`src/rtl/pse_pkg.sv`:
```
package pse_pkg;

  localparam int FRAC_BITS = 12;
  localparam int DATA_W    = 16;
  localparam int ERR_W     = DATA_W + 1;
  localparam int DIFF_W    = ERR_W + 1;
  localparam int SUM_W     = 32;
  localparam int PROD_P_W  = DATA_W + ERR_W;
  localparam int PROD_I_W  = DATA_W + SUM_W;
  localparam int PROD_D_W  = DATA_W + DIFF_W;
  localparam int ACC_W     = PROD_I_W + 1;
  localparam int SCALED_W  = ACC_W - FRAC_BITS;
  localparam int CFG_IDX_W = 2;

  localparam logic signed [DATA_W-1:0] GAIN_PROP_RESET  = DATA_W'(7660);
  localparam logic signed [DATA_W-1:0] GAIN_INTEG_RESET = DATA_W'(279);
  localparam logic signed [DATA_W-1:0] GAIN_DERIV_RESET = DATA_W'(4874);
  localparam logic [DATA_W-1:0]        SEP_LIMIT_RESET  = DATA_W'(300);

  // added to a negative sum before the arithmetic shift so it truncates toward zero
  localparam logic [ACC_W-1:0] TRUNC_BIAS = (ACC_W'(1) << FRAC_BITS) - ACC_W'(1);

  localparam logic signed [DATA_W-1:0] DRIVE_MAX = {1'b0, {(DATA_W-1){1'b1}}};
  localparam logic signed [DATA_W-1:0] DRIVE_MIN = {1'b1, {(DATA_W-1){1'b0}}};
  localparam logic signed [SUM_W-1:0]  SUM_MAX   = {1'b0, {(SUM_W-1){1'b1}}};
  localparam logic signed [SUM_W-1:0]  SUM_MIN   = {1'b1, {(SUM_W-1){1'b0}}};

  typedef enum logic [CFG_IDX_W-1:0] {
    REG_GAIN_PROP  = 2'd0,
    REG_GAIN_INTEG = 2'd1,
    REG_GAIN_DERIV = 2'd2,
    REG_SEP_LIMIT  = 2'd3
  } cfg_reg_t;

  typedef struct packed {
    logic signed [DATA_W-1:0] gain_prop;
    logic signed [DATA_W-1:0] gain_integ;
    logic signed [DATA_W-1:0] gain_deriv;
    logic [DATA_W-1:0]        separation_limit;
  } cfg_t;

  typedef struct packed {
    logic signed [ERR_W-1:0]  err;
    logic signed [DIFF_W-1:0] diff;
    logic signed [SUM_W-1:0]  esum;
  } terms_t;

  typedef struct packed {
    logic signed [PROD_P_W-1:0] prop;
    logic signed [PROD_I_W-1:0] integ;
    logic signed [PROD_D_W-1:0] deriv;
  } prods_t;

endpackage

```
`src/rtl/pse_state.sv`:
```
module pse_state (
  input  logic                           clk,
  input  logic                           rst,
  input  logic                           up_valid,
  output logic                           up_ready,
  input  logic signed [pse_pkg::DATA_W-1:0] target_speed,
  input  logic signed [pse_pkg::DATA_W-1:0] measured_speed,
  input  pse_pkg::cfg_t                  cfg,
  output logic                           dn_valid,
  input  logic                           dn_ready,
  output pse_pkg::terms_t                terms
);

  logic signed [pse_pkg::ERR_W-1:0]  err;
  logic [pse_pkg::ERR_W-1:0]         err_mag;
  logic                              admit;
  logic signed [pse_pkg::SUM_W:0]    sum_wide;
  logic signed [pse_pkg::SUM_W-1:0]  sum_sat;
  logic signed [pse_pkg::DIFF_W-1:0] diff;
  logic signed [pse_pkg::SUM_W-1:0]  error_sum;
  logic signed [pse_pkg::SUM_W-1:0]  error_sum_next;
  logic signed [pse_pkg::ERR_W-1:0]  previous_error;
  logic                              take;

  assign up_ready = !dn_valid || dn_ready;
  assign take     = up_valid && up_ready;

  always_comb begin
    err = {target_speed[pse_pkg::DATA_W-1], target_speed}
        - {measured_speed[pse_pkg::DATA_W-1], measured_speed};
    err_mag = err[pse_pkg::ERR_W-1] ? pse_pkg::ERR_W'(-err) : pse_pkg::ERR_W'(err);
    admit = err_mag <= {1'b0, cfg.separation_limit};
    sum_wide = {error_sum[pse_pkg::SUM_W-1], error_sum}
             + {{(pse_pkg::SUM_W+1-pse_pkg::ERR_W){err[pse_pkg::ERR_W-1]}}, err};
    // saturate when the carry disagrees with the sign
    if (sum_wide[pse_pkg::SUM_W] != sum_wide[pse_pkg::SUM_W-1]) begin
      sum_sat = sum_wide[pse_pkg::SUM_W] ? pse_pkg::SUM_MIN : pse_pkg::SUM_MAX;
    end else begin
      sum_sat = sum_wide[pse_pkg::SUM_W-1:0];
    end
    error_sum_next = admit ? sum_sat : error_sum;
    diff = {err[pse_pkg::ERR_W-1], err} - {previous_error[pse_pkg::ERR_W-1], previous_error};
  end

  always_ff @(posedge clk) begin
    if (rst) begin
      dn_valid       <= 1'b0;
      error_sum      <= '0;
      previous_error <= '0;
    end else begin
      if (up_ready) begin
        dn_valid <= up_valid;
      end
      if (take) begin
        error_sum      <= error_sum_next;
        previous_error <= err;
      end
    end
  end

  always_ff @(posedge clk) begin
    if (take) begin
      terms.err  <= err;
      terms.diff <= diff;
      terms.esum <= error_sum_next;
    end
  end

endmodule

```
`src/rtl/pse_mult.sv`:
```
module pse_mult (
  input  logic            clk,
  input  logic            rst,
  input  logic            up_valid,
  output logic            up_ready,
  input  pse_pkg::terms_t terms,
  input  pse_pkg::cfg_t   cfg,
  output logic            dn_valid,
  input  logic            dn_ready,
  output pse_pkg::prods_t prods
);

  logic signed [pse_pkg::PROD_P_W-1:0] prop;
  logic signed [pse_pkg::PROD_I_W-1:0] integ;
  logic signed [pse_pkg::PROD_D_W-1:0] deriv;

  assign up_ready = !dn_valid || dn_ready;

  assign prop  = $signed(cfg.gain_prop)  * $signed(terms.err);
  assign integ = $signed(cfg.gain_integ) * $signed(terms.esum);
  assign deriv = $signed(cfg.gain_deriv) * $signed(terms.diff);

  always_ff @(posedge clk) begin
    if (rst) begin
      dn_valid <= 1'b0;
    end else if (up_ready) begin
      dn_valid <= up_valid;
    end
  end

  always_ff @(posedge clk) begin
    if (up_valid && up_ready) begin
      prods.prop  <= prop;
      prods.integ <= integ;
      prods.deriv <= deriv;
    end
  end

endmodule

```
`src/rtl/pse_out.sv`:
```
module pse_out (
  input  logic                               clk,
  input  logic                               rst,
  input  logic                               up_valid,
  output logic                               up_ready,
  input  pse_pkg::prods_t                    prods,
  output logic                               dn_valid,
  input  logic                               dn_stall,
  output logic signed [pse_pkg::DATA_W-1:0]  drive_value
);

  logic                             acc_valid;
  logic                             acc_ready;
  logic                             out_ready;
  logic signed [pse_pkg::ACC_W-1:0] acc;
  logic signed [pse_pkg::ACC_W-1:0] acc_next;
  logic signed [pse_pkg::ACC_W-1:0] biased;
  logic signed [pse_pkg::SCALED_W-1:0] scaled;
  logic [pse_pkg::SCALED_W-pse_pkg::DATA_W:0] upper;
  logic signed [pse_pkg::DATA_W-1:0] drive_next;

  assign out_ready = !dn_valid || !dn_stall;
  assign acc_ready = !acc_valid || out_ready;
  assign up_ready  = acc_ready;

  always_comb begin
    acc_next =
        {{(pse_pkg::ACC_W-pse_pkg::PROD_P_W){prods.prop[pse_pkg::PROD_P_W-1]}}, prods.prop}
      + {{(pse_pkg::ACC_W-pse_pkg::PROD_I_W){prods.integ[pse_pkg::PROD_I_W-1]}}, prods.integ}
      + {{(pse_pkg::ACC_W-pse_pkg::PROD_D_W){prods.deriv[pse_pkg::PROD_D_W-1]}}, prods.deriv};
  end

  always_comb begin
    biased = acc + (acc[pse_pkg::ACC_W-1] ? pse_pkg::TRUNC_BIAS : '0);
    scaled = biased[pse_pkg::ACC_W-1:pse_pkg::FRAC_BITS];
    upper  = scaled[pse_pkg::SCALED_W-1:pse_pkg::DATA_W-1];
    // in range only when every bit above the result's sign matches it
    if (upper == '0 || upper == '1) begin
      drive_next = scaled[pse_pkg::DATA_W-1:0];
    end else begin
      drive_next = scaled[pse_pkg::SCALED_W-1] ? pse_pkg::DRIVE_MIN : pse_pkg::DRIVE_MAX;
    end
  end

  always_ff @(posedge clk) begin
    if (rst) begin
      acc_valid <= 1'b0;
      dn_valid  <= 1'b0;
    end else begin
      if (acc_ready) begin
        acc_valid <= up_valid;
      end
      if (out_ready) begin
        dn_valid <= acc_valid;
      end
    end
  end

  always_ff @(posedge clk) begin
    if (up_valid && acc_ready) begin
      acc <= acc_next;
    end
    if (acc_valid && out_ready) begin
      drive_value <= drive_next;
    end
  end

endmodule

```
`src/rtl/pid_speed_integral_separation.sv`:
```
// channel   valid         stall         payload
// sample    sample_valid  sample_stall  target_speed, measured_speed
// drive     drive_valid   drive_stall   drive_value
// config    cfg_write     -             cfg_index, cfg_data
//
// one beat in per cycle unless a stall holds it; stages: input reg, error/integral, products,
// sum, scale and saturate. the integral and previous error update as each beat is taken,
// so back-to-back beats see each other's state. each stage holds its beat while
// the next is full and stalled; empty stages still fill. rst clears the integral,
// previous error and valids, and reloads the gain and limit defaults.
module pid_speed_integral_separation (
  input  logic                                clk,
  input  logic                                rst,
  input  logic                                sample_valid,
  output logic                                sample_stall,
  input  logic signed [pse_pkg::DATA_W-1:0]   target_speed,
  input  logic signed [pse_pkg::DATA_W-1:0]   measured_speed,
  output logic                                drive_valid,
  input  logic                                drive_stall,
  output logic signed [pse_pkg::DATA_W-1:0]   drive_value,
  input  logic                                cfg_write,
  input  logic [pse_pkg::CFG_IDX_W-1:0]       cfg_index,
  input  logic [pse_pkg::DATA_W-1:0]          cfg_data
);

  pse_pkg::cfg_t   cfg;
  pse_pkg::terms_t terms;
  pse_pkg::prods_t prods;

  logic                               in_valid;
  logic                               in_ready;
  logic signed [pse_pkg::DATA_W-1:0]  in_target;
  logic signed [pse_pkg::DATA_W-1:0]  in_measured;
  logic                               state_ready;
  logic                               terms_valid;
  logic                               mult_ready;
  logic                               prods_valid;
  logic                               out_ready;

  always_ff @(posedge clk) begin
    if (rst) begin
      cfg.gain_prop        <= pse_pkg::GAIN_PROP_RESET;
      cfg.gain_integ       <= pse_pkg::GAIN_INTEG_RESET;
      cfg.gain_deriv       <= pse_pkg::GAIN_DERIV_RESET;
      cfg.separation_limit <= pse_pkg::SEP_LIMIT_RESET;
    end else if (cfg_write) begin
      case (pse_pkg::cfg_reg_t'(cfg_index))
        pse_pkg::REG_GAIN_PROP:  cfg.gain_prop        <= cfg_data;
        pse_pkg::REG_GAIN_INTEG: cfg.gain_integ       <= cfg_data;
        pse_pkg::REG_GAIN_DERIV: cfg.gain_deriv       <= cfg_data;
        pse_pkg::REG_SEP_LIMIT:  cfg.separation_limit <= cfg_data;
        default: ;
      endcase
    end
  end

  assign in_ready     = !in_valid || state_ready;
  assign sample_stall = !in_ready;

  always_ff @(posedge clk) begin
    if (rst) begin
      in_valid <= 1'b0;
    end else if (in_ready) begin
      in_valid <= sample_valid;
    end
  end

  always_ff @(posedge clk) begin
    if (sample_valid && in_ready) begin
      in_target   <= target_speed;
      in_measured <= measured_speed;
    end
  end

  pse_state u_state (
    .clk            (clk),
    .rst            (rst),
    .up_valid       (in_valid),
    .up_ready       (state_ready),
    .target_speed   (in_target),
    .measured_speed (in_measured),
    .cfg            (cfg),
    .dn_valid       (terms_valid),
    .dn_ready       (mult_ready),
    .terms          (terms)
  );

  pse_mult u_mult (
    .clk      (clk),
    .rst      (rst),
    .up_valid (terms_valid),
    .up_ready (mult_ready),
    .terms    (terms),
    .cfg      (cfg),
    .dn_valid (prods_valid),
    .dn_ready (out_ready),
    .prods    (prods)
  );

  pse_out u_out (
    .clk         (clk),
    .rst         (rst),
    .up_valid    (prods_valid),
    .up_ready    (out_ready),
    .prods       (prods),
    .dn_valid    (drive_valid),
    .dn_stall    (drive_stall),
    .drive_value (drive_value)
  );

endmodule

```
`config.mk`:
```
export PLATFORM = sky130hd
export DESIGN_NAME = pid_speed_integral_separation
export DESIGN_NICKNAME = d
export VERILOG_FILES = /design/src/rtl/pse_pkg.sv /design/src/rtl/pse_state.sv /design/src/rtl/pse_mult.sv /design/src/rtl/pse_out.sv /design/src/rtl/pid_speed_integral_separation.sv
export SDC_FILE = /design/constraint.sdc
export NUM_CORES = 2
export LEC_CHECK = 0
export ABC_AREA = 1
export BUFFER_PORTS_ARGS = -buffer_cell sky130_fd_sc_hd__buf_2
export CAP_MARGIN = 10
export CORE_ASPECT_RATIO = 1.4
export CORE_MARGIN = 4
export CORE_UTILIZATION = 55
export DETAILED_ROUTE_END_ITERATION = 12
export HOLD_SLACK_MARGIN = 0.08
export PLACE_DENSITY = 0.83
export SLEW_MARGIN = 0
export SYNTH_ARGS = -nofsm -noshare
export SYNTH_HDL_FRONTEND = slang
export SYNTH_SLANG_ARGS = --single-unit
```
`constraint.sdc`:
```
create_clock -name clk -period 6.7 [get_ports clk]
set_input_delay 1.34 -clock clk [delete_from_list [all_inputs] [get_ports clk]]
set_output_delay 1.34 -clock clk [all_outputs]
set_load 0.005 [all_outputs]
```
== After elaboration in Yosys (flattened, before gate mapping) ==
Cells that the tools add are included.

* Add/sub/neg operators: 7
* Order comparisons: 1
* Multiply operators: 3
* Reductions and logical operators: 24
* Multiplexer cells: 7
* Eq/ne operators: 5

{| class="wikitable"
|+ Operator list
! kind !! number
|-
| adder 49 bit || 2
|-
| two-way mux 32 bit || 3
|-
| adder 33 x 48 -> 49 bit || 1
|-
| multiplier 16 x 32 -> 48 bit || 1
|-
| multiplier 16 x 18 -> 34 bit || 1
|-
| adder 32 x 17 -> 33 bit || 1
|-
| multiplier 16 x 17 -> 33 bit || 1
|-
| two-way mux 16 bit || 2
|-
| equality test 22 bit (second input constant) || 1
|-
| logical NOT 22 bit || 1
|-
| subtractor 17 x 17 -> 18 bit || 1
|-
| <= comparator 17 x 16 -> 1 bit || 1
|-
| two-way mux 17 bit || 1
|-
| negator 17 bit || 1
|-
| subtractor 16 x 16 -> 17 bit || 1
|-
| two-way mux 12 bit || 1
|-
| AND reduction 2 bit || 4
|-
| logical NOT 1 bit || 7
|-
| logical OR 1 bit || 6
|-
| logical AND 1 bit || 5
|-
| equality test 2 bit (second input constant) || 2
|-
| equality test 2 x 1 -> 1 bit (second input constant) || 1
|-
| logical NOT 2 bit || 1
|-
| inequality test 1 bit || 1
|}

* Register bits after elaboration: 397
* Word-level logic and storage cells: 68
* Bits of input ports: 55

== Depth between registers and ports, before layout ==
* Word-level depth: 7
* Depth in mapped cells: 37
* Depth with buffers taken out: 34

== By module ==
Synthesis repeated with hierarchy kept, for this count alone.

* Cell total of the unflattened synthesis: 8877
* Area total of the unflattened synthesis: 67285.8 µm²

{| class="wikitable"
|+ By module, submodules not included
! module !! instances !! area an instance (µm²) !! seq. area each (µm²) !! cells each
|-
| pse_mult || 1 || 45695.1 || 3473.3 || 5844
|-
| pse_state || 1 || 9711.8 || 3012.9 || 1430
|-
| pse_out || 1 || 8335.5 || 1991.9 || 1195
|-
| pid_speed_integral_separation || 1 || 3543.4 || 2262.2 || 408
|}

== Worst setup path before layout ==
OpenSTA, ideal clock, no wires.

* Path kind: input port to flip-flop
* Start point: input port drive_stall
* End point: register, netlist name u_mult.prods[0]
* Stages on the path: 5
* Required time: 6107 ps
* Arrival time: 6392 ps
* Path buffers: 0
* Setup slack: -284 ps
* Path through: nand2_1 -> nor2_1 -> inv_1 -> nor2_1 -> nor2_1

* Word-level cells in the longest chain between the ends: 5

{| class="wikitable"
|+ Ends and longest elaborated chain
! item !! RTL line !! text
|-
| start: declaration || pid_speed_integral_separation.sv:19 || <nowiki>input logic drive_stall,</nowiki>
|-
| logical NOT 1 bit || pse_out.sv:22 || <nowiki>assign out_ready = !dn_valid || !dn_stall;</nowiki>
|-
| logical OR 1 bit || pse_out.sv:22 ||
|-
| logical OR 1 bit || pse_out.sv:23 || <nowiki>assign acc_ready = !acc_valid || out_ready;</nowiki>
|-
| logical OR 1 bit || pse_mult.sv:17 || <nowiki>assign up_ready = !dn_valid || dn_ready;</nowiki>
|-
| logical AND 1 bit || pse_mult.sv:32 || <nowiki>if (up_valid && up_ready) begin</nowiki>
|}

Every way passes these cells.
A chain may end at the register's enable or synchronous reset.

== Worst setup path after layout ==
* Start point: register, netlist name u_state.terms[53]
* End point: register, netlist name u_mult.prods[110]

* Word-level cells in the longest chain between the ends: 1

{| class="wikitable"
|+ Ends and longest elaborated chain
! item !! RTL line !! text
|-
| multiplier 16 x 17 -> 33 bit || pse_mult.sv:19 || <nowiki>assign prop = $signed(cfg.gain_prop) * $signed(terms.err);</nowiki>
|-
| via u_mult.prop, one bit || pse_mult.sv:13 || <nowiki>logic signed [pse_pkg::PROD_P_W-1:0] prop;</nowiki>
|}

The timed path passes the listed nets, and every way through them passes these cells.

==> results list <==
* Status: complete, no violations
- After clock tree synthesis, the clock-pin slew on the worst setup and hold paths is approximately 0.06 ns.
* Cell row count: approximately 150
- TritonRoute pass-1 iters: 6
- Critical-path maximum fanout: 16
- Input/output buffers: 72
- The post-route netlist has 5.75% of its cells at a drive strength greater than 1.
- Area taken by multi-input logic gates: approximately 44000 sq um
* Post-DR wirelength/cell: approximately 18 um
* Net count after synthesis: roughly 9600
* Actual transition at the worst max-transition pin: 1.15 ns
* DRT antenna net count: 0
- Count of fill cells added during filler insertion: 9864
- Max Cap Viol: 0
- Largest net degree at the start of global routing: 128
- In the global route stage, overall resource usage came out at around 29%.
* Number of remaining DRC errors: 0
- In the routed layout, each cell is associated on average with a via count of 5.38.
- The final layout contains around 9600 nets.
- The clock passes through at most 3 buffers.
- Clock tree from TritonCTS: yes
- Skew-Pair Late Insertion Delay: between 0.6 and 0.7 ns
* Mean area per synthesized cell: 8.02 sq um
- Max-slew violation total from the final report: 0
- In this run, synthesis produced a sequential element count of 397.
- Setup violations remaining at the end of the flow were counted as 0.
* Clock sink total: 397
- Final Skew: approximately 0.043 ns
- STA classifies the critical path startpoint as a register.
- Sum of routed wire length over all layers: between 150000 and 200000 um
* Area growth, synth to finish: 6.76%
- The floorplan step defined a die boundary enclosing 122000 sq um.
- between 70 and 80 I/O pins were placed.
* H-tree levels: 2
* Final Critical Period: 6.50 ns
* Final weighted congestion in routability-driven placement: 0.966
- Final hold violations: 0
- Total number of vias: 51400
- Worst setup path class: reg -> reg
- Min-Delay Path Class: reg -> reg
- In the synthesized netlist, the number of instances is 8000.
* Initial antenna violation count: 5
- Total non-filler cell area in the finished layout: 68500 sq um
* Ys Warns: 0
- Register cell area after layout: 10800 sq um
- Counting flops with an async set or reset pin after synthesis yields a share of 0%.
- The finished layout holds approximately 9600 standard cells, fillers aside.
- In this run, post-CTS hold repair placed 0 buffers.
* Area of the core: 116000 sq um
* Clk root buf: clkbuf_16
- Share of synthesized area occupied by flip-flops and latches: between 10% and 20%
- In this run, placement finished with an instance count of 9426.
- Number of DRC markers after the initial detailed-route iteration: a little under 4000
* Post-synthesis cell type count: 58
- Number of antenna diodes: 0
* Initial standard-cell utilization of the core: between 50% and 60%
* Synth Cell Area: approximately 64000 sq um
* Final critical-path share of the clock period: 97.0%
- Commonest cells after routing, fill and taps aside: 2085 x inv_1, 1919 x nand2_1, 1104 x fa_1
- Highest Clock Rate: about 0.15 GHz
- After detailed placement, the total cell area comes to around 66000 sq um.
- The number of global-route vias before repair is 55500.
* Arrival time of the worst setup path: 6.83 ns
- Number of buffers inserted during clock tree synthesis: 47
- Placed wire-length estimate: 142000 um
- The first global-routing pass estimated between 200000 and 300000 um of wire.
- Global routing finished with a remaining overflow of 0.
- Most common cell after layout, fill and taps aside: inv_1
- Worst Setup End Kind: register
- Horizontal die dimension: approximately 300 um
* Die height: 412 um
- In this run the tightest slew margin relative to its limit is about a quarter.
- At the worst endpoint, the required time is 7.03 ns.
- Yosys mapped a number of flops with a built-in enable equal to 279.
- In the synthesized netlist the dominant register cell turns out to be edfxtp_1.
-- what timing repair did --
action | 4_1_cts | 5_1_grt
setup buffers | 0 | 50
gates resized for setup | 0 | 17
endpoints found under the setup margin | 0 | 18
endpoints found under the hold margin | 0 | 0
-- path summary, 6_finish.rpt --
kind                                                  start                     endpoint  slack, ns  depth (start not counted)
worst max-delay path            u_state.terms[53]$_DFFE_PP_  u_mult.prods[110]$_DFFE_PP_       0.20                         21
worst min-delay path                   cfg[34]$_SDFFE_PP1P_         cfg[34]$_SDFFE_PP1P_       0.46                          2
worst min register to register         cfg[34]$_SDFFE_PP1P_         cfg[34]$_SDFFE_PP1P_       0.46                          2
worst max register to register  u_state.terms[53]$_DFFE_PP_  u_mult.prods[110]$_DFFE_PP_       0.20                         21
-- flip-flops by register name (all words and copies together), names as in the netlist, 16 cells and up --
name,flops
in_measured,16
u_state.error_sum,32
u_out.acc,49
u_state.terms,67
u_out.drive_value,16
u_mult.prods,115
cfg,64
u_state.previous_error,17
in_target,16
-- worst max-delay path, stage by stage, from the launching register on --
cell	delay (ns)
edfxtp_1	0.91
nand2_1	0.23
fa_1	0.51
fa_1	0.58
fa_1	0.43
fa_1	0.54
inv_1	0.06
fa_1	0.48
inv_1	0.05
fa_1	0.47
inv_1	0.04
ha_1	0.37
a21oi_1	0.23
o21ai_0	0.12
o21bai_1	0.16
a21oi_1	0.22
inv_1	0.12
a21oi_1	0.22
inv_1	0.09
nand3_1	0.08
nand2_1	0.08
xor2_2	0.19
-- metal layers --
metal | part of all wire [%] | track usage (%) | vias to the layer above
li1 | - | - | 23600
met1 | 35 | 32.4 | 24900
met2 | 50 | 51.6 | 2221
met3 | 7.7 | 5.19 | 733
met4 | 7.6 | 17.5 | 6
met5 | 0.018 | 0 | -
-- kinds of logic (layout without fill, tap and decap cells) --
family          after synthesis  count (layout)  synth area share [%]
compound gates              615             615                  5.24
xor+xnor                    236             236                  3.25
fa+ha+maj                  1528            1528                  42.7
buf+inv                    2385            2449                  14.1
flops                       397             397                  16.7
simple gates               2839            2839                  18.0
-- area by class of cell --
cell class	instances	area share, %
clock buffer	56	1.83
clock inverter	32	0.510
inverter	2100	11.5
multi-input combinational	5218	64.8
sequential	397	15.7
tap	1500	2.74
timing repair buffer	261	2.87
-- Yosys cell counts (all sizes together) (2+ instances only) --
master,number,area [sq um]
o31ai,2,15.0
a21boi,10,75.1
nand4,38,253
nand3b,13,97.6
clkbuf,257,965
xnor2,79,692
nor2,503,1940
a21oi,292,1470
nand2,1963,7500
o211ai,7,52.6
buf,28,195
nor3,43,240
a31oi,48,300
fa,1104,22100
o2111ai,6,52.6
xor2,157,1390
a211oi,3,22.5
dfxtp,118,2360
inv,2095,7860
edfxtp,279,8380
o21bai,21,158
o21ai,194,975
clkinv,5,18.8
ha,424,5310
and3,2,12.5
a221oi,2,17.5
and2,4,25.0
nor4,12,75.1
nand3,233,1200
o21a,12,90.1
a21o,15,113
or2,25,156
-- through the flow --
stage                     setup TNS, ns  hold slack [ns]  setup slack [ns]  util, %
final                                 0            0.458             0.202     59.0
after global routing            -0.0917            0.473           -0.0840     59.0
after CTS                             0            0.460            0.0554     58.6
after detailed placement              0            0.444             0.164     57.2
after global placement                0            0.441             0.253     57.2
after floorplan                       0            0.435             0.725        -
Power is left out: the tool's default activity adds up to more than one toggle a clock period on the data nets, which glitch-free logic cannot reach.
